===== src/rtl/bu4_pkg.sv =====
// shared types and constants of the 4x bilinear upscaler
// no dependencies
`timescale 1ns / 1ps

package bu4_pkg;

  localparam int IN_SIZE = 128;
  localparam int IDX_W   = $clog2(IN_SIZE);
  localparam int PIX_W   = 8;
  localparam int COORD_W = 9;

  typedef logic [PIX_W-1:0]   pix_t;
  typedef logic [IDX_W-1:0]   idx_t;
  typedef logic [COORD_W-1:0] coord_t;

  // 5x5 interpolated block and 8x8 block with border extrapolation
  typedef pix_t [0:4][0:4] grid5_t;
  typedef pix_t [0:7][0:7] grid8_t;

  // 4x4 output blocks of one source pixel, in emission order
  typedef enum logic [1:0] {
    BLK_MAIN   = 2'd0,
    BLK_RIGHT  = 2'd1,
    BLK_BOTTOM = 2'd2,
    BLK_CORNER = 2'd3
  } blk_e;

endpackage


===== src/rtl/bu4_if.sv =====
// stream interfaces of the 4x bilinear upscaler: source pixels and results
// depends on bu4_pkg
`timescale 1ns / 1ps

interface bu4_pix_if;
  logic          valid;
  logic          ready;
  bu4_pkg::pix_t pixel;

  modport source (output valid, output pixel, input ready);
  modport sink (input valid, input pixel, output ready);
endinterface

interface bu4_res_if;
  logic            valid;
  logic            ready;
  bu4_pkg::coord_t out_row;
  bu4_pkg::coord_t out_col;
  bu4_pkg::pix_t   value;
  logic            last_of_run;

  modport source (output valid, output out_row, output out_col, output value,
                  output last_of_run, input ready);
  modport sink (input valid, input out_row, input out_col, input value,
                input last_of_run, output ready);
endinterface


===== src/rtl/bu4_ram.sv =====
// generic single-port-write, single-port-read ram with registered read data
// no dependencies; read returns the old contents on a same-address write
`timescale 1ns / 1ps

module bu4_ram #(
  parameter int WIDTH = 8,
  parameter int DEPTH = 128
) (
  input  logic                     clk_i,
  input  logic                     we_i,
  input  logic [$clog2(DEPTH)-1:0] waddr_i,
  input  logic [WIDTH-1:0]         wdata_i,
  input  logic                     re_i,
  input  logic [$clog2(DEPTH)-1:0] raddr_i,
  output logic [WIDTH-1:0]         rdata_o
);

  logic [WIDTH-1:0] mem_q [DEPTH];
  logic [WIDTH-1:0] rdata_q;

  // storage write
  always_ff @(posedge clk_i) begin
    if (we_i) begin
      mem_q[waddr_i] <= wdata_i;
    end
  end

  // registered read, held when not enabled
  always_ff @(posedge clk_i) begin
    if (re_i) begin
      rdata_q <= mem_q[raddr_i];
    end
  end

  assign rdata_o = rdata_q;

endmodule


===== src/rtl/bilinear_upscale_4x.sv =====
// 4x bilinear upscaler: a pixel passes stage 0, stage 1, stage 2 and the output
// register before its first result. each pixel with row and column above zero
// yields 16 results, 32 on the last column or row, 64 on the last pixel; the output
// register gives one result per cycle while res_o.ready is high. the line memory
// holds the row above; reset clears position, neighbors and pipeline, the line
// memory is not cleared since each entry is written before its contents are used.
`timescale 1ns / 1ps

module bilinear_upscale_4x (
  input  logic                clk_i,
  input  logic                rst_ni,
  bu4_pix_if.sink             pix_i,
  bu4_res_if.source           res_o
);

  // floor average of two pixels
  function automatic bu4_pkg::pix_t avg2(bu4_pkg::pix_t a, bu4_pkg::pix_t b);
    logic [bu4_pkg::PIX_W:0] s;
    s = {1'b0, a} + {1'b0, b};
    return s[bu4_pkg::PIX_W:1];
  endfunction

  // mirrored extrapolation 2*edge - inner, clamped to pixel range
  function automatic bu4_pkg::pix_t extrap(bu4_pkg::pix_t e, bu4_pkg::pix_t in);
    logic signed [bu4_pkg::PIX_W+1:0] t;
    t = $signed({1'b0, e, 1'b0}) - $signed({2'b00, in});
    if (t < 0) begin
      return '0;
    end else if (t > 255) begin
      return '1;
    end
    return t[bu4_pkg::PIX_W-1:0];
  endfunction

  // raster position of the next pixel and left neighbors
  bu4_pkg::idx_t row_q, row_d, col_q, col_d;
  bu4_pkg::pix_t left_px_q, left_above_q;

  // stage 0: line memory read in flight
  logic          s0_valid_q, s0_valid_d;
  bu4_pkg::pix_t s0_px_q;
  bu4_pkg::idx_t s0_row_q, s0_col_q;

  // stage 1: interpolated 5x5 block
  logic             s1_valid_q, s1_valid_d;
  bu4_pkg::grid5_t  s1_g_q, s1_g_d;
  logic             s1_lr_q, s1_lc_q;
  bu4_pkg::idx_t    s1_rb_q, s1_cb_q;

  // stage 2: 8x8 block being emitted
  logic             s2_valid_q, s2_valid_d;
  bu4_pkg::grid8_t  s2_g_q, s2_g_d;
  logic             s2_lr_q, s2_lc_q;
  bu4_pkg::idx_t    s2_rb_q, s2_cb_q;
  bu4_pkg::blk_e    blk_q, blk_d, blk_nxt;
  logic [3:0]       pos_q;

  // output register
  logic             res_valid_q, res_valid_d;
  bu4_pkg::coord_t  res_row_q, res_col_q;
  bu4_pkg::pix_t    res_val_q;
  logic             res_last_q;

  logic          in_acc, s0_prod, s0_go, s0_lr, s0_lc, s2_load;
  logic          out_free, emit, blk_done, blk_end, fin;
  bu4_pkg::pix_t above;
  logic [2:0]    g_ri, g_ci;

  // line memory of the source row above
  bu4_ram #(
    .WIDTH (bu4_pkg::PIX_W),
    .DEPTH (bu4_pkg::IN_SIZE)
  ) u_line (
    .clk_i   (clk_i),
    .we_i    (in_acc),
    .waddr_i (col_q),
    .wdata_i (pix_i.pixel),
    .re_i    (in_acc),
    .raddr_i (col_q),
    .rdata_o (above)
  );

  // pipeline handshake
  assign in_acc   = pix_i.valid && pix_i.ready;
  assign s0_prod  = (s0_row_q != '0) && (s0_col_q != '0);
  assign s0_lr    = s0_row_q == bu4_pkg::IDX_W'(bu4_pkg::IN_SIZE - 1);
  assign s0_lc    = s0_col_q == bu4_pkg::IDX_W'(bu4_pkg::IN_SIZE - 1);
  assign out_free = !res_valid_q || res_o.ready;
  assign emit     = s2_valid_q && out_free;
  assign fin      = blk_done && blk_end;
  assign s2_load  = s1_valid_q && (!s2_valid_q || (emit && fin));
  assign s0_go    = s0_valid_q && (!s0_prod || !s1_valid_q || s2_load);
  assign pix_i.ready = !s0_valid_q || s0_go;

  // raster position advance
  always_comb begin
    col_d = col_q;
    row_d = row_q;
    if (in_acc) begin
      if (col_q == bu4_pkg::IDX_W'(bu4_pkg::IN_SIZE - 1)) begin
        col_d = '0;
        row_d = (row_q == bu4_pkg::IDX_W'(bu4_pkg::IN_SIZE - 1)) ? '0 : row_q + 1'b1;
      end else begin
        col_d = col_q + 1'b1;
      end
    end
  end

  // 5x5 interpolation from the four corner pixels
  always_comb begin
    s1_g_d = '0;
    s1_g_d[0][0] = left_above_q;
    s1_g_d[0][4] = above;
    s1_g_d[4][0] = left_px_q;
    s1_g_d[4][4] = s0_px_q;
    for (int i = 0; i <= 4; i += 4) begin
      s1_g_d[i][2] = avg2(s1_g_d[i][0], s1_g_d[i][4]);
      s1_g_d[i][1] = avg2(s1_g_d[i][0], s1_g_d[i][2]);
      s1_g_d[i][3] = avg2(s1_g_d[i][2], s1_g_d[i][4]);
    end
    s1_g_d[2][0] = avg2(s1_g_d[0][0], s1_g_d[4][0]);
    s1_g_d[2][2] = avg2(s1_g_d[0][2], s1_g_d[4][2]);
    s1_g_d[2][4] = avg2(s1_g_d[0][4], s1_g_d[4][4]);
    s1_g_d[2][1] = avg2(s1_g_d[2][0], s1_g_d[2][2]);
    s1_g_d[2][3] = avg2(s1_g_d[2][2], s1_g_d[2][4]);
    for (int j = 0; j <= 4; j++) begin
      s1_g_d[1][j] = avg2(s1_g_d[0][j], s1_g_d[2][j]);
      s1_g_d[3][j] = avg2(s1_g_d[2][j], s1_g_d[4][j]);
    end
  end

  // border extrapolation: rows first, then columns of all eight rows
  always_comb begin
    s2_g_d = '0;
    for (int i = 0; i <= 4; i++) begin
      for (int j = 0; j <= 4; j++) begin
        s2_g_d[i][j] = s1_g_q[i][j];
      end
    end
    for (int k = 1; k <= 3; k++) begin
      for (int j = 0; j <= 4; j++) begin
        s2_g_d[4+k][j] = extrap(s1_g_q[4][j], s1_g_q[4-k][j]);
      end
    end
    for (int i = 0; i < 8; i++) begin
      for (int k = 1; k <= 3; k++) begin
        s2_g_d[i][4+k] = extrap(s2_g_d[i][4], s2_g_d[i][4-k]);
      end
    end
  end

  // block sequencing: main, right, bottom, corner as the borders call for
  always_comb begin
    blk_nxt = bu4_pkg::BLK_MAIN;
    blk_end = 1'b1;
    case (blk_q)
      bu4_pkg::BLK_MAIN: begin
        if (s2_lc_q) begin
          blk_nxt = bu4_pkg::BLK_RIGHT;
          blk_end = 1'b0;
        end else if (s2_lr_q) begin
          blk_nxt = bu4_pkg::BLK_BOTTOM;
          blk_end = 1'b0;
        end
      end
      bu4_pkg::BLK_RIGHT: begin
        if (s2_lr_q) begin
          blk_nxt = bu4_pkg::BLK_BOTTOM;
          blk_end = 1'b0;
        end
      end
      bu4_pkg::BLK_BOTTOM: begin
        if (s2_lc_q) begin
          blk_nxt = bu4_pkg::BLK_CORNER;
          blk_end = 1'b0;
        end
      end
      default: begin
        blk_nxt = bu4_pkg::BLK_MAIN;
        blk_end = 1'b1;
      end
    endcase
  end

  assign blk_done = pos_q == 4'hf;
  assign blk_d    = blk_done ? blk_nxt : blk_q;
  assign g_ri     = {blk_q[1], pos_q[3:2]};
  assign g_ci     = {blk_q[0], pos_q[1:0]};

  // stage valid bits
  always_comb begin
    s0_valid_d = s0_valid_q;
    if (in_acc) begin
      s0_valid_d = 1'b1;
    end else if (s0_go) begin
      s0_valid_d = 1'b0;
    end
    s1_valid_d = s1_valid_q;
    if (s0_go && s0_prod) begin
      s1_valid_d = 1'b1;
    end else if (s2_load) begin
      s1_valid_d = 1'b0;
    end
    s2_valid_d = s2_valid_q;
    if (s2_load) begin
      s2_valid_d = 1'b1;
    end else if (emit && fin) begin
      s2_valid_d = 1'b0;
    end
    res_valid_d = res_valid_q;
    if (emit) begin
      res_valid_d = 1'b1;
    end else if (res_o.ready) begin
      res_valid_d = 1'b0;
    end
  end

  // control registers
  always_ff @(posedge clk_i or negedge rst_ni) begin
    if (!rst_ni) begin
      row_q        <= '0;
      col_q        <= '0;
      left_px_q    <= '0;
      left_above_q <= '0;
      s0_valid_q   <= 1'b0;
      s1_valid_q   <= 1'b0;
      s2_valid_q   <= 1'b0;
      res_valid_q  <= 1'b0;
      blk_q        <= bu4_pkg::BLK_MAIN;
      pos_q        <= '0;
    end else begin
      row_q       <= row_d;
      col_q       <= col_d;
      s0_valid_q  <= s0_valid_d;
      s1_valid_q  <= s1_valid_d;
      s2_valid_q  <= s2_valid_d;
      res_valid_q <= res_valid_d;
      if (s0_go) begin
        left_px_q    <= s0_px_q;
        left_above_q <= above;
      end
      if (s2_load) begin
        blk_q <= bu4_pkg::BLK_MAIN;
        pos_q <= '0;
      end else if (emit) begin
        blk_q <= blk_d;
        pos_q <= pos_q + 1'b1;
      end
    end
  end

  // payload registers
  always_ff @(posedge clk_i) begin
    if (in_acc) begin
      s0_px_q  <= pix_i.pixel;
      s0_row_q <= row_q;
      s0_col_q <= col_q;
    end
    if (s0_go && s0_prod) begin
      s1_g_q  <= s1_g_d;
      s1_lr_q <= s0_lr;
      s1_lc_q <= s0_lc;
      s1_rb_q <= s0_row_q - 1'b1;
      s1_cb_q <= s0_col_q - 1'b1;
    end
    if (s2_load) begin
      s2_g_q  <= s2_g_d;
      s2_lr_q <= s1_lr_q;
      s2_lc_q <= s1_lc_q;
      s2_rb_q <= s1_rb_q;
      s2_cb_q <= s1_cb_q;
    end
    if (emit) begin
      res_row_q  <= bu4_pkg::COORD_W'({s2_rb_q, 2'b00} + {{(bu4_pkg::IDX_W-1){1'b0}}, g_ri});
      res_col_q  <= bu4_pkg::COORD_W'({s2_cb_q, 2'b00} + {{(bu4_pkg::IDX_W-1){1'b0}}, g_ci});
      res_val_q  <= s2_g_q[g_ri][g_ci];
      res_last_q <= fin;
    end
  end

  // result channel
  assign res_o.valid       = res_valid_q;
  assign res_o.out_row     = res_row_q;
  assign res_o.out_col     = res_col_q;
  assign res_o.value       = res_val_q;
  assign res_o.last_of_run = res_last_q;

endmodule


===== src/flat_wrapper.sv =====
// flat-port wrapper written by rule: the top's interface ports become plain ports
module bilinear_upscale_4x_flat 
  (clk_i, rst_ni, pix_i_valid, pix_i_pixel, pix_i_ready, res_o_valid, res_o_out_row, res_o_out_col, res_o_value, res_o_last_of_run, res_o_ready);
  bu4_pix_if pix_i_i ();
  bu4_res_if res_o_i ();
  input  logic clk_i;
  input  logic rst_ni;
  input wire logic [$bits(pix_i_i.valid)-1:0] pix_i_valid;
  input wire logic [$bits(pix_i_i.pixel)-1:0] pix_i_pixel;
  output wire logic [$bits(pix_i_i.ready)-1:0] pix_i_ready;
  output wire logic [$bits(res_o_i.valid)-1:0] res_o_valid;
  output wire logic [$bits(res_o_i.out_row)-1:0] res_o_out_row;
  output wire logic [$bits(res_o_i.out_col)-1:0] res_o_out_col;
  output wire logic [$bits(res_o_i.value)-1:0] res_o_value;
  output wire logic [$bits(res_o_i.last_of_run)-1:0] res_o_last_of_run;
  input wire logic [$bits(res_o_i.ready)-1:0] res_o_ready;
  assign pix_i_i.valid = pix_i_valid;
  assign pix_i_i.pixel = pix_i_pixel;
  assign pix_i_ready = pix_i_i.ready;
  assign res_o_valid = res_o_i.valid;
  assign res_o_out_row = res_o_i.out_row;
  assign res_o_out_col = res_o_i.out_col;
  assign res_o_value = res_o_i.value;
  assign res_o_last_of_run = res_o_i.last_of_run;
  assign res_o_i.ready = res_o_ready;
  bilinear_upscale_4x u_core (.clk_i(clk_i), .rst_ni(rst_ni), .pix_i(pix_i_i), .res_o(res_o_i));
endmodule

===== config.mk =====
export PLATFORM = sky130hd
export DESIGN_NAME = bilinear_upscale_4x_flat
export DESIGN_NICKNAME = d
export VERILOG_FILES = /design/src/rtl/bu4_pkg.sv /design/src/rtl/bu4_if.sv /design/src/rtl/bu4_ram.sv /design/src/rtl/bilinear_upscale_4x.sv /design/src/flat_wrapper.sv
export SDC_FILE = /design/constraint.sdc
export NUM_CORES = 2
export LEC_CHECK = 0
export BUFFER_PORTS_ARGS = -buffer_cell sky130_fd_sc_hd__buf_2
export CORE_MARGIN = 10
export CORE_UTILIZATION = 55
export CTS_BUF_LIST = sky130_fd_sc_hd__clkbuf_4
export DETAILED_ROUTE_END_ITERATION = 12
export PLACE_DENSITY_LB_ADDON = 0.05
export SYNTH_ARGS = -nofsm -noshare
export SYNTH_HDL_FRONTEND = slang
export SYNTH_SLANG_ARGS = --single-unit

===== constraint.sdc =====
create_clock -name clk_i -period 29 [get_ports clk_i]
set_input_delay 0 -clock clk_i [delete_from_list [all_inputs] [get_ports clk_i]]
set_output_delay 0 -clock clk_i [all_outputs]
set_load 0.02 [all_outputs]

Word-level counts from Yosys, hierarchy flattened:

Memories as Yosys holds them, arrays and structs flattened. A register that Yosys moved wholly into a read port is not among the register bits.
Cells that the tools add are included.

* RAM bits: 1024
* flip-flop bits (word level): 833
* input port bits: 12
* memories kept: 1
* logic and storage cells: 526
* output and inout bits: 29

Memories
* u_core.u_line.mem_q: depth 128, bits a word 8, read ports 1, clocked after Yosys merged registers in 1, write ports 1, RTL line bu4_ram.sv:18 `logic [WIDTH-1:0] mem_q [DEPTH];`

* mux-type cells: 226
* $add $sub $neg: 67
* magnitude comparators: 80
* reductions and logical operators: 29
* equality and inequality tests: 7
* bitwise logic cells: 2

Operators with widths (number)
* 8-bit two-way mux: 119
* 10-bit by 9-bit greater-than comparator with 1-bit output, second input constant: 39
* 10-bit by 1-bit less-than comparator with 1-bit output, second input constant: 39
* 9-bit by 8-bit subtractor with 10-bit output: 39
* 64-bit binary-select mux with 3-bit select: 1
* 8-bit by 8-bit adder with 9-bit output: 21
* 64-bit two-way mux: 2
* 1-bit two-way mux: 91
* 7-bit equality test, second input constant: 4
* 8-bit binary-select mux with 3-bit select: 1
* 9-bit by 3-bit adder with 9-bit output: 2
* 7-bit by 1-bit adder with 7-bit output, second input constant: 2
* 7-bit two-way mux: 2
* 7-bit nonzero test: 2
* 7-bit by 1-bit subtractor with 7-bit output, second input constant: 2
* 2-bit two-way mux: 6
* 2-bit nonzero test: 6
* 4-bit greater-or-equal comparator, second input constant: 2
* 1-bit logical AND: 8
* 4-bit two-way mux: 2
* 3-bit inverter with 4-bit output: 2
* 2-bit one-hot mux with 3 select lines: 1
* 1-bit zero test: 5
* 1-bit logical OR: 5
* 7 further kinds: 8

Depth between registers and ports, before layout:

* word-level depth: 13
* mapped depth: 23
* mapped depth without buffers: 23

Modules after synthesis:

From an unflattened synthesis, not the netlist that was laid out.

* cell total of the unflattened synthesis: 5702
* area, all modules: 90047.6 um2

Modules (own cells, without submodules)
* bilinear_upscale_4x: sequential area each 24813.8 um2, times used 1, area an instance 50302.0 um2, cells each 4067
* bu4_ram: sequential area each 30989.7 um2, times used 1, area an instance 39745.6 um2, cells each 1635

Worst setup path after synthesis:

OpenSTA, ideal clock, no wires.

* path type: register to register
* start point: register u_core.pos_q[0]
* end point: register u_core.s2_cb_q[0], enable pin
* clock period less this slack: 16708 ps
* path buffers: 1
* stages on the path, launching flop included: 6
* library setup time: 1100 ps
* data required time: 27900 ps
* arrival: 15608 ps
* slack: 12292 ps
* path through: dfrtp_1 -> ha_1 -> nand3_1 -> o41ai_2 -> and2_1 -> clkbuf_1

* word-level cells in the longest chain between the ends: 5

RTL lines
* from (decl): RTL line bilinear_upscale_4x.sv:56 `logic [3:0] pos_q;`
* from (signal assigned): RTL line bilinear_upscale_4x.sv:247 `pos_q <= pos_q + 1'b1;`
* 4-bit equality test: RTL line bilinear_upscale_4x.sv:185 `assign blk_done = pos_q == 4'hf;`
* 1-bit logical AND: RTL line bilinear_upscale_4x.sv:90 `assign fin = blk_done && blk_end;`
* 1-bit logical AND: RTL line bilinear_upscale_4x.sv:91 `assign s2_load = s1_valid_q && (!s2_valid_q || (emit && fin));`
* 1-bit logical OR: RTL line bilinear_upscale_4x.sv:91
* 1-bit logical AND: RTL line bilinear_upscale_4x.sv:91
* named net u_core.s2_load: RTL line bilinear_upscale_4x.sv:64 `logic in_acc, s0_prod, s0_go, s0_lr, s0_lc, s2_load;`
* to (signal assigned): RTL line bilinear_upscale_4x.sv:271 `s2_cb_q <= s1_cb_q;`
* to (decl): RTL line bilinear_upscale_4x.sv:54 `bu4_pkg::idx_t s2_rb_q, s2_cb_q;`

The timed path passes the listed nets, and every way through them passes these cells.
A chain may end at the register's enable or synchronous reset.

Final worst setup path:

* start point: register u_core.pos_q[0]
* end point: register u_core.s2_g_q[37] (netlist bit), enable pin

* word-level cells in the longest chain between the ends: 5

RTL lines
* 4-bit equality test: RTL line bilinear_upscale_4x.sv:185
* 1-bit logical AND: RTL line bilinear_upscale_4x.sv:90
* 1-bit logical AND: RTL line bilinear_upscale_4x.sv:91
* 1-bit logical OR: RTL line bilinear_upscale_4x.sv:91
* 1-bit logical AND: RTL line bilinear_upscale_4x.sv:91
* to (signal assigned): RTL line bilinear_upscale_4x.sv:267 `s2_g_q <= s2_g_d;`
* to (decl): RTL line bilinear_upscale_4x.sv:52 `bu4_pkg::grid8_t s2_g_q, s2_g_d;`

Every way passes these cells.

==> summary.md <==
| Metric | Value |
|---|---|
| Post-route cell area | just under 0.1 sq mm |
| Ys async rst share | ~2.1% |
| Seq/Total Area, Yosys | 63.2% |
| Routed Wire Length | approximately 260 mm |
| TritonCTS clock tree | done |
| WS Path Type | register to register |
| Worst path cell trace | ha_1, nand3_1, o41ai_2, and2_4, buf_4, buf_4, buf_4, buf_4 |
| Die ar. | 0.177 sq mm |
| IO Pins | ~40 |
| Routed wire per std cell | 28.9 um |
| Post-synth EDFFs | 1825 |
| Worst Setup Slack, final | between 20 and 25 ns |
| Tmin final | around 6.4 ns |
| Clock slew at reported path FFs | ~0.08 ns |
| Tcrit/Tclk final | between 20% and 30% |
| Top cells by area, synth | edfxtp_1 (62%), ha_1 (6.1%), mux4_2 (4.5%), a22oi_1 (2.7%), xnor2_1 (2.6%) |
| Hold Worst Slack | between 0.15 and 0.2 ns |
| Num rows | around 150 |
| Clock Skews | around 0.17 ns |
| Startpoint types | register |
| Primary FF master, synth | edfxtp_1 |
| CP Data Required Time | ~30 ns |
| Status | complete, no violations |
| Setup crit end kind | register |
| H-tree Lvls | 5 |
| Distinct cell type count after synthesis | 96 |
| Largest net degree at the start of global routing | approximately 100 |
| Antenna viol nets, final | 0 |
| Port Buffer Count | 40 |
| RSZ-0062 raised after global routing | no |
| Chip width | ~420 um |
| Leakage | ~0.035 uW |
| Final setup fails | 0 |
| Die H | ~420 um |
| Clk_lat worst skew | around 1.5 ns |
| Synth Area per Inst | about 14 sq um |
| Crit path max fanout | roughly 80 |
| Remaining Overflow, GRT | 0 |
| Synth Warn # | 0 |
| Fin nets | about 7000 |
| Setup TNS | 0 ns |
| Power Density | between 100 and 150 mW/mm^2 |
| Layout cells sized above 1 | 16.2% |
| Hold WC Path Type | input port to register |
| Hpwl dp | around 180 mm |
| Placed inst area | between 0.09 and 0.1 sq mm |
| First-pass GRT wire length | roughly 370 mm |
| Post-CTS setup buffers | 0 |
| Vias per inst | ~6.2 |
| Crit-path leading delay family | buffers and inverters |
| GP Congestion | 0.938 |
| R2r setup slk | 22.64 ns |
| Starting DRC count in detailed routing | roughly 5600 |
| Cells after Synth | around 6000 |
| Seq cells post-synth | between 1500 and 2000 |
| Hold Startpoint | pix_i_pixel[4] |
| Clk sinks | between 1500 and 2000 |
| Reg2reg start | u_core.pos_q[0] |
| Slew @ Worst Pin | roughly 1.2 ns |
| Crit path largest cell delay | roughly 0.9 ns |
| Slew Viols, Final | 0 |
| CTS root buffer | clkbuf_4 |
| Final Hold Viols | 0 |
| Area Growth Syn to Fin | 10.3% |
| Power Total | approximately 12000 uW |
| Core Region | around 0.16 sq mm |
| IR drop worst, VDD | 0.251 mV |
| Register-to-Register Path Depth | 8 |
| Starting Density | ~55% |
| R2r endpoint | u_core.s2_g_q[37] |
| Dpl ws | about 23 ns |
| Hold Crit Endpoint | u_core.u_line.mem_q[11][4] |
| Maxcap violations | 0 |
| Fmax | ~160 MHz |
| Mapped Nets | around 6700 |
| WP data arrival | around 7.4 ns |
| Initial antenna violation count | 13 |
| Via Count | approximately 56000 |
| CTS buffer count | a little under 500 |
| Post-synth top area share | between 60% and 70% |
| Relative slew slack | 21.2% |
| Mapped cell area | 0.0883 sq mm |
| Yosys top cell by area | edfxtp_1 |
| Buf/Inv on CP | 4 |
| Cell depth of the worst hold path | 4 |
| Critical-path top delay cell | dfrtp_1 |
| Crit path top cell by count | buf_4 |
| Vias in the first global route | 54500 |
| Drt drc | 0 |
| GRT Util Overall | 29.2% |
| Pre-antenna DRT Iters | 6 |
| Bufs on Longest Clock Path | 4 |
[what timing repair did]
item,in CTS,in global routing
endpoints found under the hold margin,1197,0
hold buffers,36,0
gates resized for setup,0,0
[where the power goes]
group	leakage [uW]	switching (uW)	internal (uW)	total, uW
Sequential	0.0169	118	3550	3660
Clock	0.00350	1070	1110	2190
Combinational	0.0146	3730	2540	6280
[worst max path at each step]
stage | start | end | slack (ns) | cells past startpoint
6_report | u_core.pos_q[0] | u_core.s2_g_q[37] | 22.64 | 8
3_3_place_gp | u_core.pos_q[0] | u_core.s2_g_q[38] | 22.71 | 8
5_1_grt | u_core.pos_q[0] | u_core.s2_g_q[448] | 22.09 | 8
2_1_floorplan | u_core.pos_q[0] | u_core.s2_cb_q[0] | 12.29 | 5
4_1_cts | u_core.pos_q[0] | u_core.s2_g_q[448] | 22.53 | 8
3_5_place_dp | u_core.pos_q[0] | u_core.s2_g_q[38] | 22.56 | 8
[cell usage in the layout, fill, tap and decap left out, drive strengths merged, types with 22 or more instances in the layout]
cell         instances
a211oi              22
a21o               115
a21oi              411
a221oi              86
a22o                79
a22oi              318
a31oi               77
buf                145
clkbuf             676
clkinv             166
dfrtp               40
dlygate4sd3         27
edfxtp            1825
fa                  60
ha                 433
inv                449
mux2                26
mux4               176
nand2              138
nand2b             107
nand3               57
nand4               55
nor2               327
nor2b               77
nor3                36
o21a               125
o21ai              232
o21bai              70
xnor2              271
xor2               106
[layout make-up]
cell class	count	area (sq um)
Fill cell	12400	62600
Sequential cell	1865	55800
Multi-Input combinational cell	3636	30000
Clock buffer	676	5070
Tap cell	2086	2610
Inverter	450	1690
Timing Repair Buffer	172	1430
Clock inverter	172	812
Antenna cell	11	27.5
[cells in the mapped netlist (15+ instances only)]
| cell type | number |
|---|---|
| edfxtp_1 | 1825 |
| inv_1 | 445 |
| ha_1 | 433 |
| a21oi_1 | 408 |
| nor2_1 | 326 |
| a22oi_1 | 318 |
| xnor2_1 | 267 |
| o21ai_0 | 212 |
| mux4_2 | 176 |
| nand2_1 | 132 |
| o21a_1 | 125 |
| a21o_1 | 114 |
| nand2b_1 | 107 |
| xor2_1 | 106 |
| clkbuf_1 | 99 |
| a221oi_1 | 86 |
| a22o_1 | 79 |
| a31oi_1 | 75 |
| nor2b_1 | 74 |
| o21bai_1 | 70 |
| buf_2 | 67 |
| fa_1 | 60 |
| nand3_1 | 57 |
| nand4_1 | 55 |
| dfrtp_1 | 40 |
| buf_1 | 39 |
| nor3_1 | 31 |
| mux2_2 | 24 |
| and3_1 | 19 |
| nor4_1 | 19 |
| o21ai_1 | 19 |
| and2_1 | 18 |
| a211oi_1 | 17 |
| a21boi_1 | 15 |
[logic make-up after synthesis]
| kind of cell | count (synthesis) | synth area share, % |
|---|---|---|
| AO/OA/AOI/OAI | 1662 | 12.7 |
| XOR/XNOR | 377 | 3.77 |
| adder cells (fa/ha/maj) | 493 | 7.49 |
| buffers and inverters | 659 | 2.93 |
| flip-flops | 1865 | 63.2 |
| multiplexers | 216 | 4.98 |
| AND/OR/NAND/NOR | 888 | 4.94 |
[tightest hold or removal path: cells and delay by family]
family / cells / cell delay [ns]
buffers and inverters: 4 / 1.46
[per-stage QoR]
step                      instances  utilization [%]
final                          9068             60.9
after global routing           9064             60.9
after CTS                      9057             60.9
after detailed placement       8173             56.9
after global placement         8173             56.9
after floorplan                6160                -
[layer usage]
layer / GRT usage, % / vias to the layer above / share of wire, %
met3: 5.37 / 635 / 7.1
met4: 16.0 / 10 / 5.9
met2: 47.6 / 2522 / 48
li1: - / 25100 / -
met5: 0 / - / 0.027
met1: 37.2 / 28100 / 39
[registers in the layout (all words and copies together), names as in the netlist, 7 cells and up]
register               flops
u_core.s2_cb_q             7
u_core.u_line.mem_q     1024
u_core.s2_rb_q             7
u_core.s0_col_q            7
u_core.s2_g_q            512
u_core.s1_cb_q             7
u_core.res_o.out_col       9
u_core.s1_g_q            200
u_core.row_q               7
u_core.left_px_q           8
u_core.col_q               7
u_core.res_o.value         8
u_core.left_above_q        8
u_core.s0_row_q            7
u_core.u_line.rdata_o      8
u_core.s0_px_q             8
u_core.res_o.out_row       9
u_core.s1_rb_q             7
Power figures use the tool's default switching activity.
